$ cat config.mk
export PLATFORM = sky130hd
export DESIGN_NAME = perfect_square_range_count_unit
export DESIGN_NICKNAME = d
export VERILOG_FILES = /design/src/design/psrc_pkg.sv /design/src/design/psrc_ctrl.sv /design/src/design/psrc_dp.sv /design/src/design/perfect_square_range_count_unit.sv
export SDC_FILE = /design/constraint.sdc
export NUM_CORES = 1
export LEC_CHECK = 0
export ABC_AREA = 1
export BUFFER_PORTS_ARGS = -buffer_cell sky130_fd_sc_hd__buf_2
export CAP_MARGIN = 0
export CORE_UTILIZATION = 65
export CTS_CLUSTER_SIZE = 40
export DETAILED_ROUTE_END_ITERATION = 7
export PLACE_DENSITY_LB_ADDON = 0.05
export SLEW_MARGIN = 10
export SYNTH_ARGS = -nofsm -noshare
export SYNTH_HDL_FRONTEND = slang
export SYNTH_HIERARCHICAL = 1
export SYNTH_SLANG_ARGS = --single-unit
$ cat constraint.sdc
create_clock -name i_clk -period 12.8 [get_ports i_clk]
set_input_delay 0.64 -clock i_clk [delete_from_list [all_inputs] [get_ports i_clk]]
set_output_delay 0.64 -clock i_clk [all_outputs]
set_load 0.02 [all_outputs]
$ cat src/design/psrc_pkg.sv
// Package for the perfect square range counter.
// Field widths, default value width, saturation limit and the
// controller/datapath command and status structs. No dependencies.
package psrc_pkg;

    localparam int unsigned FIELD_W         = 32;
    localparam int unsigned COUNT_W         = 16;
    localparam int unsigned VALUE_WIDTH_DEF = 32;

    localparam logic [COUNT_W-1:0] COUNT_MAX = 16'hFFFF;

    typedef struct packed {
        logic load_in;    // latch bounds, start root of upper bound
        logic load_lo;    // keep upper root, start root of lower bound minus one
        logic step;       // one digit of the shared root unit
        logic write_out;  // form count into output register
    } t_dp_cmd;

    typedef struct packed {
        logic last_step;  // root unit is on its final digit
    } t_dp_sts;

endpackage

$ cat src/design/psrc_ctrl.sv
// Controller for the perfect square range counter.
// Sequences two roots on the shared datapath unit and owns both handshakes.
// Depends on psrc_pkg.
module psrc_ctrl
    import psrc_pkg::*;
(
    input  logic    i_clk,
    input  logic    i_rst_n,
    input  logic    i_in_valid,
    output logic    o_in_ready,
    output logic    o_out_valid,
    input  logic    i_out_ready,
    input  t_dp_sts i_sts,
    output t_dp_cmd o_cmd
);

    typedef enum logic [3:0] {
        S_IDLE    = 4'b0001,
        S_ROOT_HI = 4'b0010,
        S_ROOT_LO = 4'b0100,
        S_DONE    = 4'b1000
    } t_state;

    t_state r_state, n_state;
    logic   r_out_valid, n_out_valid;
    logic   w_in_fire;
    logic   w_out_free;

    assign o_in_ready  = (r_state == S_IDLE);
    assign o_out_valid = r_out_valid;
    assign w_in_fire   = i_in_valid && (r_state == S_IDLE);
    assign w_out_free  = !r_out_valid || i_out_ready;

    always_comb begin
        n_state     = r_state;
        n_out_valid = r_out_valid;
        o_cmd       = '0;
        if (r_out_valid && i_out_ready) begin
            n_out_valid = 1'b0;
        end
        unique case (r_state)
            S_IDLE: begin
                if (i_in_valid) begin
                    o_cmd.load_in = 1'b1;
                    n_state       = S_ROOT_HI;
                end
            end
            S_ROOT_HI: begin
                o_cmd.step = 1'b1;
                if (i_sts.last_step) begin
                    o_cmd.load_lo = 1'b1;
                    n_state       = S_ROOT_LO;
                end
            end
            S_ROOT_LO: begin
                o_cmd.step = 1'b1;
                if (i_sts.last_step) begin
                    n_state = S_DONE;
                end
            end
            S_DONE: begin
                if (w_out_free) begin
                    o_cmd.write_out = 1'b1;
                    n_out_valid     = 1'b1;
                    n_state         = S_IDLE;
                end
            end
            default: begin
                n_state = S_IDLE;
            end
        endcase
    end

    always_ff @(posedge i_clk) begin
        if (!i_rst_n) begin
            r_state     <= S_IDLE;
            r_out_valid <= 1'b0;
        end else begin
            r_state     <= n_state;
            r_out_valid <= n_out_valid;
        end
    end

    a_start_root: assert property (@(posedge i_clk) disable iff (!i_rst_n)
        w_in_fire |=> (r_state == S_ROOT_HI))
        else $error("accepted beat did not start the upper root");

    a_no_overwrite: assert property (@(posedge i_clk) disable iff (!i_rst_n)
        o_cmd.write_out |-> (!r_out_valid || i_out_ready))
        else $error("output register overwritten while held");

    a_done_holds: assert property (@(posedge i_clk) disable iff (!i_rst_n)
        ((r_state == S_DONE) && !w_out_free) |=> (r_state == S_DONE))
        else $error("result dropped while output stalled");

    a_result_valid: assert property (@(posedge i_clk) disable iff (!i_rst_n)
        o_cmd.write_out |=> r_out_valid)
        else $error("written result not presented");

endmodule

$ cat src/design/psrc_dp.sv
// Datapath for the perfect square range counter.
// Bound registers, a shared digit-by-digit square root unit and the
// saturating count output register. Depends on psrc_pkg.
module psrc_dp
    import psrc_pkg::*;
#(
    parameter int unsigned VALUE_WIDTH = VALUE_WIDTH_DEF
) (
    input  logic               i_clk,
    input  logic [FIELD_W-1:0] i_range_low,
    input  logic [FIELD_W-1:0] i_range_high,
    input  t_dp_cmd            i_cmd,
    output t_dp_sts            o_sts,
    output logic [COUNT_W-1:0] o_square_count,
    output logic               o_range_empty
);

    localparam int unsigned STEPS = (VALUE_WIDTH + 1) / 2;
    localparam int unsigned RW    = STEPS;
    localparam int unsigned XW    = 2 * STEPS;
    localparam int unsigned MW    = RW + 2;
    localparam int unsigned PW    = RW + 4;
    localparam int unsigned CW    = (STEPS > 1) ? $clog2(STEPS) : 1;
    localparam int unsigned SW    = (RW + 1 > COUNT_W + 1) ? RW + 1 : COUNT_W + 1;

    logic [VALUE_WIDTH-1:0] r_lo;
    logic [VALUE_WIDTH-1:0] w_lo_in, w_hi_in, w_lo_dec;
    logic                   r_empty, r_lo_zero;
    logic [XW-1:0]          r_x;
    logic [MW-1:0]          r_rem, w_rem_next;
    logic [RW-1:0]          r_root, r_root_hi, w_root_next;
    logic [CW-1:0]          r_step;
    logic [PW-1:0]          w_pre, w_trial;
    logic                   w_bit;
    logic [SW-1:0]          w_sum;
    logic [COUNT_W-1:0]     r_count;
    logic                   r_out_empty;

    assign w_lo_in  = VALUE_WIDTH'(i_range_low);
    assign w_hi_in  = VALUE_WIDTH'(i_range_high);
    assign w_lo_dec = r_lo - VALUE_WIDTH'(1);

    // one root digit per cycle: bring down a bit pair, try 4*root+1
    assign w_pre       = {r_rem, 2'b00} | PW'(r_x[XW-1 -: 2]);
    assign w_trial     = PW'({r_root, 2'b01});
    assign w_bit       = (w_pre >= w_trial);
    assign w_rem_next  = w_bit ? MW'(w_pre - w_trial) : MW'(w_pre);
    assign w_root_next = RW'({r_root, w_bit});

    assign o_sts.last_step = (r_step == '0);

    always_comb begin
        if (r_lo_zero) begin
            w_sum = SW'(r_root_hi) + SW'(1);
        end else begin
            w_sum = SW'(r_root_hi) - SW'(r_root);
        end
    end

    always_ff @(posedge i_clk) begin
        if (i_cmd.load_in) begin
            r_lo      <= w_lo_in;
            r_empty   <= (w_lo_in > w_hi_in);
            r_lo_zero <= (w_lo_in == '0);
            r_x       <= XW'(w_hi_in);
            r_rem     <= '0;
            r_root    <= '0;
            r_step    <= CW'(STEPS - 1);
        end else if (i_cmd.load_lo) begin
            r_root_hi <= w_root_next;
            r_x       <= XW'(w_lo_dec);
            r_rem     <= '0;
            r_root    <= '0;
            r_step    <= CW'(STEPS - 1);
        end else if (i_cmd.step) begin
            r_x    <= r_x << 2;
            r_rem  <= w_rem_next;
            r_root <= w_root_next;
            r_step <= r_step - CW'(1);
        end
    end

    always_ff @(posedge i_clk) begin
        if (i_cmd.write_out) begin
            if (r_empty) begin
                r_count     <= '0;
                r_out_empty <= 1'b1;
            end else begin
                r_count     <= (w_sum > SW'(COUNT_MAX)) ? COUNT_MAX : w_sum[COUNT_W-1:0];
                r_out_empty <= 1'b0;
            end
        end
    end

    assign o_square_count = r_count;
    assign o_range_empty  = r_out_empty;

endmodule

$ cat src/design/perfect_square_range_count_unit.sv
// Top level of the perfect square range counter: counts the squares in
// [low, high] as isqrt(high) - isqrt(low - 1). Depends on psrc_pkg,
// psrc_ctrl and psrc_dp.
//
//  port group   dir  beat contents (lowest bits first)
//  s_axis       in   tdata: range_low[31:0], range_high[63:32]
//  m_axis       out  tdata: square_count[15:0]; tuser: range_empty[0]
//
// One beat runs the upper root, then the lower root; both run one digit a
// cycle on a single shared unit.
// Synchronous active-low reset clears the controller and output valid only.
// A new beat is taken while the previous result waits on m_axis; the unit
// holds its finished count if m_axis stays stalled.
module perfect_square_range_count_unit
    import psrc_pkg::*;
#(
    parameter int unsigned VALUE_WIDTH = VALUE_WIDTH_DEF
) (
    input  logic                 i_clk,
    input  logic                 i_rst_n,
    input  logic                 i_s_axis_tvalid,
    output logic                 o_s_axis_tready,
    input  logic [2*FIELD_W-1:0] i_s_axis_tdata,  // range_low, range_high
    output logic                 o_m_axis_tvalid,
    input  logic                 i_m_axis_tready,
    output logic [COUNT_W-1:0]   o_m_axis_tdata,  // square_count
    output logic                 o_m_axis_tuser   // range_empty
);

    t_dp_cmd w_cmd;
    t_dp_sts w_sts;

    psrc_ctrl u_ctrl (
        .i_clk       (i_clk),
        .i_rst_n     (i_rst_n),
        .i_in_valid  (i_s_axis_tvalid),
        .o_in_ready  (o_s_axis_tready),
        .o_out_valid (o_m_axis_tvalid),
        .i_out_ready (i_m_axis_tready),
        .i_sts       (w_sts),
        .o_cmd       (w_cmd)
    );

    psrc_dp #(
        .VALUE_WIDTH (VALUE_WIDTH)
    ) u_dp (
        .i_clk          (i_clk),
        .i_range_low    (i_s_axis_tdata[FIELD_W-1:0]),
        .i_range_high   (i_s_axis_tdata[2*FIELD_W-1:FIELD_W]),
        .i_cmd          (w_cmd),
        .o_sts          (w_sts),
        .o_square_count (o_m_axis_tdata),
        .o_range_empty  (o_m_axis_tuser)
    );

endmodule
### Word-level counts from Yosys, hierarchy flattened

Index checks and enable logic that the tools add are counted.

* add/subtract/negate cells: 5
* order comparisons: 3
* equality and inequality tests: 8
* muxes and demuxes: 22
* bitwise operators: 2
* reduce and logical (&&, ||, !) cells: 10

Operator list (count)
* 32-bit 2-to-1 mux: 3
* 32-bit > comparator: 1
* 32-bit logical NOT: 1
* 32-bit by 1-bit subtractor with 32-bit output (second input constant): 1
* 20-bit by 18-bit >= comparator with 1-bit output: 1
* 20-bit by 2-bit OR with 20-bit output: 1
* 18-bit 2-to-1 mux: 1
* 18-bit subtractor: 1
* 16-bit by 1-bit adder with 17-bit output (second input constant): 1
* 17-bit by 16-bit > comparator with 1-bit output (second input constant): 1
* 17-bit 2-to-1 mux: 1
* 16-bit by 16-bit subtractor with 17-bit output: 1
* 16-bit 2-to-1 mux: 1
* 4-bit 2-to-1 mux: 4
* 4-bit one-hot mux with 4 select lines: 1
* 1-bit 2-to-1 mux: 11
* 2-bit by 1-bit inequality test with 1-bit output (second input constant): 3
* 4-bit by 1-bit equality test with 1-bit output (second input constant): 1
* 4-bit by 2-bit equality test with 1-bit output (second input constant): 1
* 4-bit by 3-bit equality test with 1-bit output (second input constant): 1
* 4-bit equality test (second input constant): 1
* 4-bit logical NOT: 1
* 4-bit AND reduction: 1
* 2-bit OR reduction: 2
* 8 further kinds: 8

* flip-flop bits (word level): 142
* input bits: 68
* output and inout bits: 19
* logic and storage cells: 62

### Depth between registers and ports, before layout

* depth in word-level cells: 6
* depth in mapped cells: 19
* mapped depth without buffers: 19

### By module

Netlist, hierarchy kept.

Modules (own cells, without submodules)
* psrc_dp: instances 1, cells an instance 1146, area each 9046.2 um^2, seq. area each 3733.6 um^2
* psrc_ctrl: instances 1, cells an instance 45, area each 291.5 um^2, seq. area each 100.1 um^2

### Worst setup path after synthesis

OpenSTA, ideal clock, no wires.

* path type: in2reg
* start point: input i_s_axis_tvalid
* end point: register u_dp.r_x[0], enable pin
* setup time: 0.409 ns
* data arrival time: 3.998 ns
* data required time: 12.391 ns
* setup slack: 8.393 ns
* cell stages on the path: 8
* buffers on the path: 2
* cells stage by stage: clkinv_2 nor2_1 buf_2 nor2_2 inv_1 nor2_1 clkinv_1 clkbuf_1

RTL lines
* from (decl): RTL line perfect_square_range_count_unit.sv:21 `input logic i_s_axis_tvalid,`
* to (signal assigned): RTL line psrc_dp.sv:65 `r_x <= XW'(w_hi_in);`
* to (signal assigned): RTL line psrc_dp.sv:71 `r_x <= XW'(w_lo_dec);`
* to (signal assigned): RTL line psrc_dp.sv:76 `r_x <= r_x << 2;`
* to (decl): RTL line psrc_dp.sv:29 `logic [XW-1:0] r_x;`

### Final worst setup path

* start point: register u_dp.r_root[0]
* end point: register u_dp.r_count[6] (netlist: u_dp/o_square_count[6]) (data pin)

* longest elaborated chain between the ends: 4

RTL lines
* from (decl): RTL line psrc_dp.sv:31 `logic [RW-1:0] r_root, r_root_hi, w_root_next;`
* from (signal assigned): RTL line psrc_dp.sv:78 `r_root <= w_root_next;`
* 16-bit by 16-bit subtractor with 17-bit output (*): RTL line psrc_dp.sv:56 `w_sum = SW'(r_root_hi) - SW'(r_root);`
* 17-bit 2-to-1 mux (*): RTL line psrc_dp.sv:53 `if (r_lo_zero) begin`
* 17-bit by 16-bit > comparator with 1-bit output: RTL line psrc_dp.sv:89 `r_count <= (w_sum > SW'(COUNT_MAX)) ? COUNT_MAX : w_sum[COUNT_W-1:0];`
* 16-bit 2-to-1 mux (*): RTL line psrc_dp.sv:89
* to (signal assigned): RTL line psrc_dp.sv:89
* to (decl): RTL line psrc_dp.sv:36 `logic [COUNT_W-1:0] r_count;`

Every way passes the cells marked *; elsewhere a longest branch is shown, timed or not.
A chain may end at the register's enable or synchronous reset.

==> flow_summary.toml <==
[status]
status = "finished, final reports clean"

[cts]
holdBufCountCts = 0
cts_resized = 0
cts_buffer_depth = 2
post-cts-setup-buffer-count = 0
worstSkewPairLatency_ps = 430
cts_root_buf = "clkbuf_16"
htreeDepth = 4
path_clk_slew_ps = 60
numCtsBuffers = 17
clock_sinks = 142
cts_tree = "yes"

[logic_synthesis]
synth-seq-cells = 142
synth_edf_count = 99
async_reset_ff_frac = 0
synth_cell_type_count = 47
synthCells = 1191
ys_warn_count = 6
synthesis.nets = 1329
synth_area_per_cell_um2 = 7.84
syn_area_um2 = 9340
seq_area_frac_synth = 0.411
ys.flop_type = "edfxtp_1"

[worst_setup_path]
end_kind = "flip-flop"
path_common_cell = "nand2_1"
cp.arrival_ps = 3440
cpPeakStageDelay_ps = 360
path_class = "reg2reg"
path_cells = "inv_1, ha_1, nand3_1, nor2_1, nand2_1, nor3_1, nand2_1, o21ai_0, nor2_1, ha_1, nand2_1, nor2_1, nand3_1, nand2_1, nand2_1, nand2_2, a21oi_1"
worstSetupStartpointType = "flip-flop"
crit_family = "simple AND/OR/NAND/NOR gates"
critPathBufInv = 1
path_max_fanout = 16
crit_required_ps = 12950
cp_slowest_cell = "ha_1"

[power]
p_leak_nw = 4.97
power_density_nw_per_um2 = 271
peakVddDrop_uv = 334

[grt]
grt_max_degree = 69
antenna_found_initial = 1
grt_pass1_vias = 7977
grt_overflow = 0
grt_pass1_wl_mm = 38.2
gr-usage-all-layers = 0.336

[sta]
clock.fmax_ghz = 0.304
finalHoldViolCount = 0
skew_ps = 8.18
setup_violations = 0
fin_tns_setup_ps = 0
maxSlewHeadroom = 0.476
timing.final.crit_share = 0.257
max_slew.worst_pin.slew_ps = 786
rsz0062_at_grt = "no"
drv_slew = 0
fin_crit_ps = 3290
fin_ws_ps = 9510

[die]
dieArea_um2 = 14800
core_um2 = 13900
die_height_um = 122
core.rowCount = 43
start_util = 0.670
fp.dieW_um = 122
ios = 87

[finish]
nets = 1418
fillers = 1096
stdcell_count = 1474
mostFrequentLayoutCells = "nand2_1 (330), inv_1 (140), nor2_1 (122)"
drive_above_1_share = 0.119
area_growth_pct = 13.1
layout_commonest_cell = "nand2_1"
multiInputGateArea_um2 = 4850
regArea_um2 = 3830

[routing]
via_count = 8566
routedWlPerCell_um = 16.1
drc_errors = 0
drtIter0Drc = 699
drt_wl_total_mm = 23.8
postRouteAntennaNets = 0
vias_per_cell = 5.81
drt_pass1_iterations = 8

[placement]
dp_hpwl_mm = 17.8
dp_worst_setup_slack_ps = 9630
dp_cells = 1441
numPortBuffers = 86
place.gp.congestion = 1.01

[run]
maxCapViolCount = 0

[hold_path]
min_path_type = "in2reg"
## where the power goes
part / total, W / internal (W) / switching, W
clock network: 0.000524 / 0.000325 / 0.000199
registers: 0.000634 / 0.000584 / 0.0000503
logic: 0.00170 / 0.000544 / 0.00116
## synth_stat cells, drive strengths merged (11+ instances only)
library cell,count,area share
a21oi,76,0.041
o21ai,49,0.026
xor2,15,0.014
buf,11,0.0078
nor4,12,0.0080
nor3,11,0.0071
a22oi,30,0.024
nand2,335,0.14
inv,142,0.057
edfxtp,99,0.32
nand3,54,0.032
clkbuf,12,0.0048
nand4,27,0.020
dfxtp,43,0.092
nor2,134,0.060
o22ai,15,0.010
xnor2,23,0.022
ha,69,0.092
## layer usage
layer / routed length (um) / track usage / vias to the layer above
met5: 0 / 0 / -
met4: 711 / 0.150 / 0
met3: 1760 / 0.0562 / 61
met2: 11600 / 0.566 / 380
met1: 9690 / 0.423 / 3936
li1: - / - / 4189
## worst reg2reg max path, stage by stage (launching register included)
cell and delay [ps]:
dfxtp_1 310, inv_1 160, ha_1 230, nand3_1 140, nor2_1 220, nand2_1 120
nor3_1 300, nand2_1 120, o21ai_0 160, nor2_1 60, ha_1 360, nand2_1 80
nor2_1 140, nand3_1 110, nand2_1 70, nand2_1 60, nand2_2 240, a21oi_1 120
## state kept, by name (all words and copies together), names as in the netlist
register / cells
u_dp/r_lo_zero: 1
u_dp/r_x: 32
u_dp/r_step: 4
u_dp/r_empty: 1
u_ctrl/r_state: 4
u_dp/r_root: 16
u_dp/r_lo: 32
u_ctrl/o_out_valid: 1
u_dp/r_root_hi: 16
u_dp/o_range_empty: 1
u_dp/r_rem: 18
u_dp/o_square_count: 16
## cell type report
class / instances / share of cell area
repair buffers: 93 / 0.0457
well taps: 180 / 0.0213
inverters: 144 / 0.0513
clock buffers: 17 / 0.0403
clock inverters: 15 / 0.0184
diodes: 1 / 0.000237
flip-flops and latches: 142 / 0.363
multi-input cells: 882 / 0.460
## through the flow
| step | hold WS [ps] | total power [W] | utilization | instance area (um2) |
|---|---|---|---|---|
| global route | 408 | 0.00306 | 0.758 | 10600 |
| CTS | 413 | 0.00282 | 0.758 | 10600 |
| detailed placement | 415 | 0.00228 | 0.713 | 9940 |
| global placement | 411 | 0.00227 | 0.713 | 9940 |
| floorplan | 408 | 0.00195 | - | 9340 |
| finish | 423 | 0.00286 | 0.758 | 10600 |
## logic make-up (layout without fill, tap and decap cells)
logic type	count (synthesis)	in the layout	synth area share
other	0	1	0
buffers and inverters	167	269	0.0706
AOI/OAI and AO/OA	185	185	0.114
DFF	142	142	0.411
and+or+nand+nor	589	589	0.275
adders and majority gates	70	70	0.0946
xor gates and xnor gates	38	38	0.0356
## final timing paths
check	start	to	slack (ps)	cells past startpoint
worst max-delay path	u_dp/r_root[0]$_SDFFE_PP0P_	u_dp/o_square_count[6]$_SDFFCE_PP0P_	9510	17
worst min-delay path	i_s_axis_tdata[22]	u_dp/r_lo[22]$_DFFE_PP_	420	1
worst max register to register	u_dp/r_root[0]$_SDFFE_PP0P_	u_dp/o_square_count[6]$_SDFFCE_PP0P_	9510	17
worst min register to register	u_dp/r_root[2]$_SDFFE_PP0P_	u_dp/r_root_hi[3]$_DFFE_PP_	430	0
(Power assumes the default switching activity.)
